[src/rtl/isr_pkg.sv]
// ----------------------------------------------------------------------------
// isr_pkg
// types and constants shared by the integer square root core
// ----------------------------------------------------------------------------
package isr_pkg;

   localparam int OPERAND_WIDTH = 64;
   localparam int ROOT_WIDTH    = 32;
   localparam int REM_WIDTH     = 34;
   localparam int COUNT_WIDTH   = 5;

   localparam logic [COUNT_WIDTH-1:0] LAST_STEP = COUNT_WIDTH'(ROOT_WIDTH - 1);

   typedef enum logic [1:0] {
      ST_IDLE,
      ST_ITERATE,
      ST_FINISH
   } state_type;

   typedef struct packed {
      logic start;
      logic step;
      logic load_out;
   } dp_cmd_type;

   typedef struct packed {
      logic last;
   } dp_status_type;

endpackage

[src/rtl/integer_square_root_core.sv]
// Steps: the idle state takes the operand, the iterate state settles one root bit per cycle,
// and the finish state hands the root to the output register, waiting there while a held
// result still occupies it. The core takes no new item until it is back in the idle state.
// A new item is taken while the previous result still waits in the output register.
// Reset: synchronous, active high; clears the controller state and rsp_valid.
// ----------------------------------------------------------------------------
// integer_square_root_core
// floor square root of a signed 64-bit operand, zero for nonpositive inputs
// ----------------------------------------------------------------------------
module integer_square_root_core (
   input  logic                                     clock,
   input  logic                                     reset,
   input  logic                                     req_valid,
   output logic                                     req_stall,
   input  logic signed [isr_pkg::OPERAND_WIDTH-1:0] req_operand,
   output logic                                     rsp_valid,
   input  logic                                     rsp_stall,
   output logic [isr_pkg::ROOT_WIDTH-1:0]           rsp_root
);

   isr_pkg::dp_cmd_type    cmd;
   isr_pkg::dp_status_type status;

   isr_controller u_controller (
      .clock     (clock),
      .reset     (reset),
      .req_valid (req_valid),
      .req_stall (req_stall),
      .rsp_valid (rsp_valid),
      .rsp_stall (rsp_stall),
      .cmd       (cmd),
      .status    (status)
   );

   isr_datapath u_datapath (
      .clock       (clock),
      .req_operand (req_operand),
      .cmd         (cmd),
      .status      (status),
      .rsp_root    (rsp_root)
   );

endmodule

[src/rtl/isr_datapath.sv]
// ----------------------------------------------------------------------------
// isr_datapath
// digit-recurrence square root: one root bit per step, plus result register
// ----------------------------------------------------------------------------
module isr_datapath (
   input  logic                                clock,
   input  logic signed [isr_pkg::OPERAND_WIDTH-1:0] req_operand,
   input  isr_pkg::dp_cmd_type                 cmd,
   output isr_pkg::dp_status_type              status,
   output logic [isr_pkg::ROOT_WIDTH-1:0]      rsp_root
);

   logic [isr_pkg::OPERAND_WIDTH-1:0] radicand_ff, radicand_in;
   logic [isr_pkg::REM_WIDTH-1:0]     rem_ff, rem_in;
   logic [isr_pkg::ROOT_WIDTH-1:0]    root_ff, root_in;
   logic [isr_pkg::COUNT_WIDTH-1:0]   count_ff, count_in;
   logic [isr_pkg::ROOT_WIDTH-1:0]    rsp_root_ff, rsp_root_in;

   logic [isr_pkg::REM_WIDTH+1:0] rem_shift;
   logic [isr_pkg::REM_WIDTH+1:0] trial;
   logic [isr_pkg::REM_WIDTH+1:0] diff;
   logic                          fits;

   // bring down the next bit pair and try root*4+1
   assign rem_shift = {rem_ff, radicand_ff[isr_pkg::OPERAND_WIDTH-1 -: 2]};
   assign trial     = {2'b00, root_ff, 2'b01};
   assign fits      = (rem_shift >= trial);
   assign diff      = rem_shift - trial;

   always_comb begin
      radicand_in = radicand_ff;
      rem_in      = rem_ff;
      root_in     = root_ff;
      count_in    = count_ff;
      rsp_root_in = rsp_root_ff;
      if (cmd.start) begin
         // negative operands give a root of zero
         radicand_in = req_operand[isr_pkg::OPERAND_WIDTH-1] ? '0 : req_operand;
         rem_in      = '0;
         root_in     = '0;
         count_in    = isr_pkg::LAST_STEP;
      end else if (cmd.step) begin
         radicand_in = {radicand_ff[isr_pkg::OPERAND_WIDTH-3:0], 2'b00};
         rem_in      = fits ? diff[isr_pkg::REM_WIDTH-1:0]
                            : rem_shift[isr_pkg::REM_WIDTH-1:0];
         root_in     = {root_ff[isr_pkg::ROOT_WIDTH-2:0], fits};
         count_in    = count_ff - 1'b1;
      end
      if (cmd.load_out) begin
         rsp_root_in = root_ff;
      end
   end

   always_ff @(posedge clock) begin
      radicand_ff <= radicand_in;
      rem_ff      <= rem_in;
      root_ff     <= root_in;
      count_ff    <= count_in;
      rsp_root_ff <= rsp_root_in;
   end

   assign status.last = (count_ff == '0);
   assign rsp_root    = rsp_root_ff;

endmodule

[src/rtl/isr_controller.sv]
// ----------------------------------------------------------------------------
// isr_controller
// sequences the recurrence and owns both handshakes
// ----------------------------------------------------------------------------
module isr_controller (
   input  logic                   clock,
   input  logic                   reset,
   input  logic                   req_valid,
   output logic                   req_stall,
   output logic                   rsp_valid,
   input  logic                   rsp_stall,
   output isr_pkg::dp_cmd_type    cmd,
   input  isr_pkg::dp_status_type status
);

   isr_pkg::state_type state_ff, state_in;
   logic               rsp_valid_ff, rsp_valid_in;
   logic               out_free;

   // output register is free when empty or being emptied this cycle
   assign out_free = !rsp_valid_ff || !rsp_stall;

   always_ff @(posedge clock) begin
      if (reset) begin
         state_ff     <= isr_pkg::ST_IDLE;
         rsp_valid_ff <= 1'b0;
      end else begin
         state_ff     <= state_in;
         rsp_valid_ff <= rsp_valid_in;
      end
   end

   always_comb begin
      state_in     = state_ff;
      cmd          = '0;
      req_stall    = 1'b1;
      case (state_ff)
         isr_pkg::ST_IDLE: begin
            req_stall = 1'b0;
            if (req_valid) begin
               cmd.start = 1'b1;
               state_in  = isr_pkg::ST_ITERATE;
            end
         end
         isr_pkg::ST_ITERATE: begin
            cmd.step = 1'b1;
            if (status.last) begin
               state_in = isr_pkg::ST_FINISH;
            end
         end
         isr_pkg::ST_FINISH: begin
            if (out_free) begin
               cmd.load_out = 1'b1;
               state_in     = isr_pkg::ST_IDLE;
            end
         end
         default: begin
            state_in = isr_pkg::ST_IDLE;
         end
      endcase

      if (cmd.load_out) begin
         rsp_valid_in = 1'b1;
      end else if (!rsp_stall) begin
         rsp_valid_in = 1'b0;
      end else begin
         rsp_valid_in = rsp_valid_ff;
      end
   end

   assign rsp_valid = rsp_valid_ff;

endmodule

[config.mk]
export PLATFORM = sky130hd
export DESIGN_NAME = integer_square_root_core
export DESIGN_NICKNAME = d
export VERILOG_FILES = /design/src/rtl/isr_pkg.sv /design/src/rtl/integer_square_root_core.sv /design/src/rtl/isr_datapath.sv /design/src/rtl/isr_controller.sv
export SDC_FILE = /design/constraint.sdc
export NUM_CORES = 1
export LEC_CHECK = 0
export ABC_AREA = 1
export BUFFER_PORTS_ARGS = -buffer_cell sky130_fd_sc_hd__buf_2
export CORE_MARGIN = 2
export CORE_UTILIZATION = 63
export DETAILED_ROUTE_END_ITERATION = 8
export PLACE_DENSITY_LB_ADDON = 0.12
export SLEW_MARGIN = 40
export SYNTH_ARGS = -nofsm -noshare
export SYNTH_HDL_FRONTEND = slang
export SYNTH_HIERARCHICAL = 1
export SYNTH_SLANG_ARGS = --single-unit
export TNS_END_PERCENT = 1
[constraint.sdc]
create_clock -name clock -period 8.8 [get_ports clock]
set_clock_uncertainty 0.2 [all_clocks]
set_input_delay 0.44 -clock clock [delete_from_list [all_inputs] [get_ports clock]]
set_output_delay 0.44 -clock clock [all_outputs]
set_load 0.03 [all_outputs]
# After elaboration in Yosys (flattened, before gate mapping)
# Index checks and enable logic that the tools add are counted.
dict set report op_classes {
  addsub 2
  order_cmp 1
  n_eq_ne 6
  muxes 16
  n_reduce_logical 7
}
# op n
set op_table {}
lappend op_table {{64-bit two-way mux} 2}
lappend op_table {{63-bit two-way mux} 1}
lappend op_table {{36-bit by 34-bit greater-or-equal comparator with 1-bit output} 1}
lappend op_table {{34-bit two-way mux} 1}
lappend op_table {{34-bit subtractor} 1}
lappend op_table {{1-bit two-way mux} 8}
lappend op_table {{2-bit two-way mux} 3}
lappend op_table {{2-bit case mux with 3 select lines} 1}
lappend op_table {{5-bit zero test} 1}
lappend op_table {{5-bit by 1-bit subtractor with 5-bit output, second input constant} 1}
lappend op_table {{2-bit by 1-bit inequality test with 1-bit output, second input constant} 2}
lappend op_table {{2-bit inequality test, second input constant} 2}
lappend op_table {{3-bit AND reduction} 1}
lappend op_table {{2-bit by 1-bit == test with 1-bit output, second input constant} 1}
lappend op_table {{2-bit == test, second input constant} 1}
lappend op_table {{1-bit zero test} 2}
lappend op_table {{2-bit zero test} 1}
lappend op_table {{2-bit nonzero test} 1}
lappend op_table {{1-bit logical OR} 1}
dict set report word_totals {
  reg_bits 170
  in_bits 68
  output_inout_bits 34
  wordCells 39
}

# Longest topological paths before layout
dict set report logic_depth {
  ltp_word 5
  depth_mapped 17
  depth_no_buf 17
}

# By module
# The synthesis kept the hierarchy.
# module instances cells_per_inst area_each_um2 seq_area_each_um2
set by_module_without_submodules {}
lappend by_module_without_submodules {isr_datapath 1 1090 8720.9 4304.1}
lappend by_module_without_submodules {isr_controller 1 24 161.4 60.1}

# Worst setup path after synthesis
# No wires, ideal clock.
dict set report synth_path {
  kind {reg-to-reg}
  start {register u_controller.state_ff[0]}
  end {register u_datapath/radicand_ff[0] (netlist bit) (enable)}
  setup_ns 0.453
  t_arrival_ns 3.071
  required_ns 8.147
  path_slack_ns 5.075
  path_stages_with_launch 8
  n_path_buf 3
  synth_period_minus_slack_ns 3.725
  path_cell_list {dfxtp_1 -> inv_1 -> nor2_4 -> buf_4 -> clkbuf_1 -> nor2_1 -> clkinv_1 -> clkbuf_1}
}
# element line_no
set synth_lines {}
lappend synth_lines {{start: declaration} isr_controller.sv:16} ;# isr_pkg::state_type state_ff, state_in;
lappend synth_lines {{start signal: assignment} isr_controller.sv:25} ;# state_ff <= isr_pkg::ST_IDLE;
lappend synth_lines {{start signal: assignment} isr_controller.sv:28} ;# state_ff <= state_in;
lappend synth_lines {{end signal: assignment} isr_datapath.sv:55} ;# radicand_ff <= radicand_in;
lappend synth_lines {{end: declaration} isr_datapath.sv:13} ;# logic [isr_pkg::OPERAND_WIDTH-1:0] radicand_ff, radicand_in;

# Worst setup path in the final report
dict set report layout_path {
  start {register u_datapath/root_ff[9] (netlist bit)}
  end {register u_datapath/rem_ff[18] (netlist bit)}
}
dict set report layout_via {
  elab_chain_cells 2
  elab_cells_between_ends 3
  cone_classes {1 x add/sub; 1 x order compare; 1 x mux}
}
# element line_no
set layout_lines {}
lappend layout_lines {{start: declaration} isr_datapath.sv:15} ;# logic [isr_pkg::ROOT_WIDTH-1:0] root_ff, root_in;
lappend layout_lines {{start signal: assignment} isr_datapath.sv:57} ;# root_ff <= root_in;
lappend layout_lines {{34-bit subtractor or 36-bit by 34-bit greater-or-equal comparator with 1-bit output (tied branches)} {isr_datapath.sv:28, isr_datapath.sv:27}}
lappend layout_lines {{34-bit two-way mux (*)} isr_datapath.sv:44} ;# rem_in = fits ? diff[isr_pkg::REM_WIDTH-1:0]
lappend layout_lines {{end signal: assignment} isr_datapath.sv:56} ;# rem_ff <= rem_in;
lappend layout_lines {{end: declaration} isr_datapath.sv:14} ;# logic [isr_pkg::REM_WIDTH-1:0] rem_ff, rem_in;
# Every way passes the cells marked *; elsewhere a longest branch is shown, timed or not.
# A chain may end at the register's enable or synchronous reset.

==> flow_summary.toml <==
[clock_tree]
cts_max_level = 4
clkTransAtPathRegs_ns = 0.07
cts_root_buf = "clkbuf_16"
clock_path_buffers = 2
cts_tree = "yes"
clk_latency_ns = 0.43
cts_buffers = 17
clkSinkCount = 170

[sta]
setup_tns_ns = 0
post-route-period-util_pct = 32.6
final-hold-violation-count = 0
fin_crit_ns = 2.87
setup_slack_ns = 5.93
worst_pin_slew_ns = 0.675
finalMaxSlewViolations = 0
max_freq_mhz = 348
rsz0062_at_grt = "no"
maxSlewHeadroom_pct = 55.0
final-setup-viol-count = 0

[setup_path]
max_stage_delay_ns = 0.35
worstReg2RegStart = "u_datapath/root_ff[9]"
worst-path-stages = 14
crit_buf_inv = 3
reg2reg_depth = 14
path_max_fanout = 36
crit_path_end_kind = "flop"
rr_endpoint = "u_datapath/rem_ff[18]"
startpoint = "u_datapath/root_ff[9]"
critPathKind = "flop to flop"
cp_common_cell = "nand2_1"
cpLargestDelayFamily = "simple AND/OR/NAND/NOR gates"
crit_required_ns = 8.91
cp-endpoint = "u_datapath/rem_ff[18]"
reg2reg_slack_ns = 5.93
slowest_stage = "dfxtp_1"
cp_data_arrival_time_ns = 2.99
start_kind = "flop"
path_cells = "inv_1, ha_1, a21oi_1, and2_1, nand2_1, nand2_1, nand2_1, nand2_1, nand4_4, buf_12, inv_2, a21oi_1, o21ai_0, nand2_1"

[pwr]
power_density_nw_per_um2 = 316
p_clk_share_pct = 22.1
p_leak_nw = 4.87
net-switching-power_w = 0.00137
p_int_w = 0.00182
switching_share_pct = 42.9
combPwrFrac_pct = 46.9
p_seq_share_pct = 31.0
ir_drop_mv = 0.174
power_w = 0.00319

[final_layout]
final_cell_mix = "311 x nand2_1, 181 x inv_1, 101 x buf_2, 96 x edfxtp_1, 84 x o21ai_0"
layout_commonest_cell = "nand2_1"
layout.core_utilization_pct = 73.0
area_growth_pct = 13.6
drive_above_1_share_pct = 13.6
fillers = 1111
n_antenna_cell = 0
seq_area_um2 = 4360
nNetsFinal = 1310
multi_input_area_um2 = 3650

[detailed_routing]
wl_per_cell_um = 13.7
drc = 0
ant_nets = 0
num_vias = 7341
dr.pass1.iters = 5
totalWireLength_mm = 19.2
via_per_inst = 5.24
drtIter0Drc = 506

[place]
port-buffer-count = 101
place_congestion = 0.946
dpl.hpwl_mm = 13.7
dp_slack_ns = 5.62

[run]
maxCapViolations = 0

[global_route]
grt_max_degree = 78
grt_overflow_total = 0
grt_pass1_vias = 7053
grt_pass1_wl_mm = 32.1
antenna_found_initial = 0
grt_usage_pct = 27.0

[synth]
synth_fa_ha_area_share_pct = 4.93
synth_edf_count = 96
synth_flop_cell = "edfxtp_1"
async_reset_ff_share_pct = 0
yosys.area_share.simple_pct = 20.8
synth_mux_area_share_pct = 0
synthXorXnorAreaFrac_pct = 1.87
ys_warn_count = 6
synth-seq-cells = 170
synth_top_family_by_area = "simple AND/OR/NAND/NOR gates"
synth_compound_area_share_pct = 13.5
syn_inst = 1114
avgSynthCellArea_um2 = 7.97
syn_nets = 1217
syn-cell-area_um2 = 8880
ys_types = 41
ys_seq_area_share_pct = 49.1

[floorplanning]
start_util_pct = 64.2
rows = 43
dieArea_um2 = 15100
core-area_um2 = 13800
ios = 102
die_w_um = 123
fp.dieH_um = 123

[worst_hold_path]
holdCritPathClass = "input port to flop"
hp-start = "rsp_stall"

[run_status]
status = "finished, final reports clean"
-- power groups by stage --
stage / sequential [W] / combinational [W] / clock (W)
floorplan: 0.000991 / 0.00115 / 0
global placement: 0.00100 / 0.00143 / 0
detailed placement: 0.00100 / 0.00144 / 0
CTS: 0.000987 / 0.00146 / 0.000718
global route: 0.000997 / 0.00169 / 0.000746
finish: 0.000988 / 0.00149 / 0.000705
-- cells in the mapped netlist (2+ instances only) --
cell type,instances,area (µm²)
inv_2,5,18.8
a31oi_1,3,18.8
o21ai_1,12,60.1
xnor2_1,13,114
buf_1,2,7.51
nand3_1,26,130
nor2_4,3,33.8
nand2_2,2,12.5
nand3b_1,2,15.0
o211ai_1,16,120
edfxtp_1,96,2880
a21oi_1,49,245
o21ai_0,84,420
ha_1,35,438
nor2_1,84,315
nand3_2,2,20.0
clkbuf_1,26,97.6
nand4_1,5,31.3
dfxtp_1,74,1480
buf_4,5,37.5
o21bai_1,10,75.1
inv_1,183,687
nor2_2,8,50.1
nor3_1,3,15.0
o22ai_1,31,194
o21a_1,3,22.5
nor4_1,2,12.5
buf_2,2,10.0
nand2_1,311,1170
xor2_1,6,52.6
-- worst min-delay path: cells and delay by family --
family / cells / cell delay (ns)
buffers and inverters: 1 / 0.10
AND/OR/NAND/NOR: 1 / 0.07
AO/OA/AOI/OAI: 1 / 0.06
-- layer usage --
metal  track usage, %  wire [µm]  part of all wire (%)  vias to the layer above
li1                 -          -                     -                     3787
met1             34.9       8570                    45                     3313
met2             43.9       9100                    47                      201
met3             6.04       1040                   5.4                       40
met4             11.1        510                   2.7                        0
met5                0          0                     0                        -
-- worst min path at each step --
stage / cells past startpoint / endpoint / slack (ns)
2_1_floorplan: 0 / u_datapath/rsp_root[10] / 0.21
4_1_cts: 3 / u_controller/rsp_valid / 0.06
3_5_place_dp: 0 / u_datapath/rsp_root[26] / 0.21
3_3_place_gp: 0 / u_datapath/rsp_root[17] / 0.21
5_1_grt: 3 / u_controller/rsp_valid / 0.1
6_report: 3 / u_controller/rsp_valid / 0.08
-- stage by stage --
step	hold slack (ns)	area, µm²	cells
detailed placement	0.214	9510	1366
global placement	0.211	9510	1366
CTS	0.0578	10100	1399
global route	0.0968	10100	1400
floorplan	0.208	8880	1114
finish	0.0800	10100	1400
-- cells by family (layout without fill, tap and decap cells) --
family / after synthesis / in the layout
AO/OA/AOI/OAI: 213 / 213
XOR/XNOR: 19 / 19
adder cells (fa/ha/maj): 35 / 35
buffers and inverters: 225 / 331
flip-flops: 170 / 170
AND/OR/NAND/NOR: 452 / 452
-- sequential cells by signal, indices dropped and copies added (netlist names) --
register                cells
u_datapath/radicand_ff     64
u_datapath/rem_ff          34
u_datapath/root_ff         32
u_datapath/count_ff         5
u_controller/rsp_valid      1
u_datapath/rsp_root        32
u_controller/state_ff       2
-- final cells by class --
cell class / count / area share (%)
clock buffers: 20 / 4.45
clock inverters: 12 / 1.04
inverters: 189 / 7.04
multi-input cells: 719 / 36.1
flip-flops and latches: 170 / 43.2
well taps: 180 / 2.23
repair buffers: 110 / 5.86
-- repair_timing --
action | CTS | global route
resized for setup | 0 | 0
setup buffers | 0 | 0
endpoints found under the hold margin | 3 | 0
hold buffers | 1 | 0
No activity file was read; power rests on OpenSTA's default activity.
